## src/hw/rtl/ffha_ram.sv

```systemverilog
// generic simple dual-port RAM, one write and one registered read port
// no dependencies
`timescale 1ns / 1ps

module ffha_ram #(
  parameter int WIDTH = 8,
  parameter int DEPTH = 16
) (
  input  logic                     clk,
  input  logic                     we,
  input  logic [$clog2(DEPTH)-1:0] waddr,
  input  logic [WIDTH-1:0]         wdata,
  input  logic [$clog2(DEPTH)-1:0] raddr,
  output logic [WIDTH-1:0]         rdata
);

  logic [WIDTH-1:0] mem [DEPTH];

  // write port and registered read
  always_ff @(posedge clk) begin
    if (we) begin
      mem[waddr] <= wdata;
    end
    rdata <= mem[raddr];
  end

endmodule
```

## config.mk

```make
export PLATFORM = sky130hd
export DESIGN_NAME = ffha_ram
export DESIGN_NICKNAME = d
export VERILOG_FILES = /design/src/hw/rtl/ffha_ram.sv
export SDC_FILE = /design/constraint.sdc
export NUM_CORES = 1
export LEC_CHECK = 0
export ABC_AREA = 1
export BUFFER_PORTS_ARGS = -buffer_cell sky130_fd_sc_hd__buf_2
export CAP_MARGIN = 0
export CORE_MARGIN = 2
export CORE_UTILIZATION = 50
export CTS_CLUSTER_SIZE = 40
export DETAILED_ROUTE_END_ITERATION = 12
export PLACE_DENSITY = 0.64
export SYNTH_ARGS = -nofsm -noshare
export SYNTH_HDL_FRONTEND = slang
export SYNTH_SLANG_ARGS = --single-unit
```

## constraint.sdc

```tcl
create_clock -name clk -period 1.9 [get_ports clk]
set_clock_uncertainty 0.1 [all_clocks]
set_input_delay 0.57 -clock clk [delete_from_list [all_inputs] [get_ports clk]]
set_output_delay 0.57 -clock clk [all_outputs]
set_load 0.005 [all_outputs]
```

### Word level (Yosys, flattened, before mapping)

Memory sizes are Yosys's and may differ from the RTL's. A register that Yosys moved wholly into a read port is not among the register bits.
Cells that the tools add are included.

* register bits: 0
* bits in writable memories: 128
* bits of input ports: 18
* output and inout bits: 8
* word-level logic and storage cells: 3
* memories kept: 1

Memory list
* mem: words 16, bits a word 8, read ports 1, clocked after memory_dff 1, wr ports 1, RTL line 17 `logic [WIDTH-1:0] mem [DEPTH];`

* multiplexer cells: 2

Operators with widths (number)
* 1-bit two-way mux: 2

### Longest topological paths before layout

* word-level depth: 2
* mapped depth: 8
* mapped depth without buffers: 7

### Least setup slack after synthesis

OpenSTA, ideal clock, no wires.

* path kind: input -> register
* start: in waddr[2]
* end: mem mem[10][0] (enable)
* setup time: 0.370 ns
* arrival time: 1.151 ns
* data required time: 1.430 ns
* setup slack: 0.279 ns
* stages on the path: 2
* buffers on the path: 0
* path through: nand3b_1 nor2_1

RTL lines
* start, declared: RTL line 11 `input logic [$clog2(DEPTH)-1:0] waddr,`
* end, declared: RTL line 17

Straight into the memory's write port.

### Final worst setup path

* start: reg rdata[1] (read register of mem)
* end: out rdata[1]

RTL lines
* start, declared: RTL line 14 `output logic [WIDTH-1:0] rdata`

No word-level cell between the ends.

==> flow_metrics.tcl <==
set metrics [dict create \
    ys_ff_latch 136 \
    dr.pass1.iters 5 \
    finalSetupViolCount 0 \
    drt-total-wl_um 12360 \
    finalCritPeriodShare 0.8131 \
    path_cells "buf_2" \
    cts.sinks 136 \
    cts.repair.resized 0 \
    coreArea_um2 11320 \
    avgRoutedWirePerCell_um 16.39 \
    relSlewSlack 0.7702 \
    async_reset_ff_frac 0 \
    leakage_uw 0.002942 \
    drtIter0Drc 320 \
    ys_seq_area_frac 0.6943 \
    num_io_pins 26 \
    irDropWorstVdd_v 0.0006059 \
    grt.overflow.total 0 \
    crit_family "flip-flops" \
    cts_tree "built" \
    yosys.area.top_type_share 0.6665 \
    start_util 0.5094 \
    syn-num-nets 569 \
    rsz0062_at_grt "false" \
    ys.flop_type "edfxtp_1" \
    final_util 0.5932 \
    synthCells 551 \
    clk_pin_slew_ns 0.06 \
    vias 3829 \
    final_net_count 616 \
    run_status "complete, no violations" \
    synth_area_leaders "edfxtp_1, nand2_1, nand3_1, inv_1, dfxtp_1" \
    antenna_left 0 \
    gp_congestion 0.8196 \
    synth.largest_area_cell "edfxtp_1" \
    slowest_delay_ns 0.34 \
    yosysWarnings 0 \
    rows 39 \
    crit_path_start_kind "flop" \
    cts.path.max_buffers 2 \
    synth_area_per_cell_um2 10.47 \
    root_buffer "clkbuf_16" \
    max_freq_ghz 0.6473 \
    grt_first_pass_wirelength_um 20040 \
    cp_max_fo 1 \
    grt_max_degree 61 \
    hp-class "input port to flop" \
    clock_latency_ns 0.41 \
    synth-edff-count 128 \
    die_w_um 111.4 \
    grt_use_total 0.2133 \
    maxSlewViolCount 0 \
    netlist_area_um2 5767 \
    grt_pass1_vias 3786 \
    dpl_cell_area_um2 6170 \
    area.growth.synth_to_final_pct 16.45 \
    p_per_area_nw_per_um2 1012 \
    antenna_found_initial 0 \
    hold_viol_final 0 \
    drive_gt1_frac 0.1342 \
    stdcell_count 754 \
    ys_types 12 \
    worstMarginPinSlew_ns 0.3447 \
    io_buffers 25 \
    die_area_um2 12410 \
    required_ns 1.23 \
    post-route-min-period_ns 1.545 \
    die_h_um 111.4 \
    path_buf_inv 1 \
    nFillCells 967 \
    yosys.cell_count.top_type "nand2_1" \
    routed_via_density 5.078 \
    finalInstanceArea_um2 6715 \
    place_hpwl_um 7663 \
    antenna_cells 0 \
    cts_buffers 17 \
    drcViolationCount 0 \
    post_cts_buffers 0 \
    path_class "flop to primary output" \
    drv_cap 0 \
    worstPathArrival_ns 0.87 \
    place_inst 722 \
    postCtsHoldBufs 0 \
    slowest_stage "dfxtp_1" \
    htree_levels 4 \
    totalNegativeSetupSlack_ns 0 \
    synth_common_cells "nand2_1, edfxtp_1, inv_1" \
    worst_setup_path_end_kind "primary output" \
]
## state kept, by name (all words and copies together), names as in the netlist
name,flops
mem,128
rdata,8
## final timing paths
kind              start         to  slack [ns]  cells past startpoint
max            rdata[1]   rdata[1]        0.36                      1
min            wdata[3]  mem[1][3]        0.46                      1
max reg2reg   mem[5][5]   rdata[5]        0.79                      6
min reg2reg  mem[14][4]   rdata[4]        0.55                      6
## cell type report
| class | instances | area (um2) | area share |
|---|---|---|---|
| Timing Repair Buffer | 52 | 390.4 | 0.05813 |
| Clock buffer | 22 | 464.2 | 0.06913 |
| Multi-Input combinational cell | 289 | 1214 | 0.1807 |
| Tap cell | 143 | 178.9 | 0.02664 |
| Inverter | 102 | 382.9 | 0.05702 |
| Clock inverter | 10 | 81.33 | 0.01211 |
| Sequential cell | 136 | 4004 | 0.5962 |
## cells in the final DEF, fill, tap and decap left out
master,Yosys,routed
buf_12,0,5
buf_2,13,25
buf_4,4,22
bufinv_16,0,1
clkbuf_1,0,3
clkbuf_16,0,17
clkbuf_8,0,2
clkinv_1,0,1
clkinv_2,0,5
clkinvlp_4,0,3
dfxtp_1,8,8
edfxtp_1,128,128
inv_1,100,100
inv_2,2,2
nand2_1,173,173
nand3_1,97,97
nand3b_1,2,2
nor2_1,17,17
## routing by layer
metal  track usage  part of all wire  wire length (um)  up-vias
li1              -                 -                 -     1866
met1        0.2951              0.43              5366     1805
met2        0.3439              0.48              5959      146
met3       0.04627             0.073               898       12
met4       0.06502             0.011               132        0
met5             0                 0                 0        -
## where the power goes
part,internal [uW],switching [uW],total [uW]
Sequential,3350,19.3,3370
Clock,1850,1160,3010
Combinational,136,277,413
## cells by family after synthesis
family | synth area share
simple gates | 0.2105
flops | 0.6943
buf+inv | 0.09525
## through the flow
step | total power, uW | worst slack [ns] | hold slack (ns)
after floorplan | 3671 | 0.2792 | 0.5074
after detailed placement | 3850 | 0.1512 | 0.5512
after global routing | 7029 | 0.3160 | 0.4553
after global placement | 3840 | 0.1832 | 0.5385
final | 6797 | 0.3552 | 0.4626
after CTS | 6851 | 0.3077 | 0.4548
No activity file was read; power rests on OpenSTA's default activity.
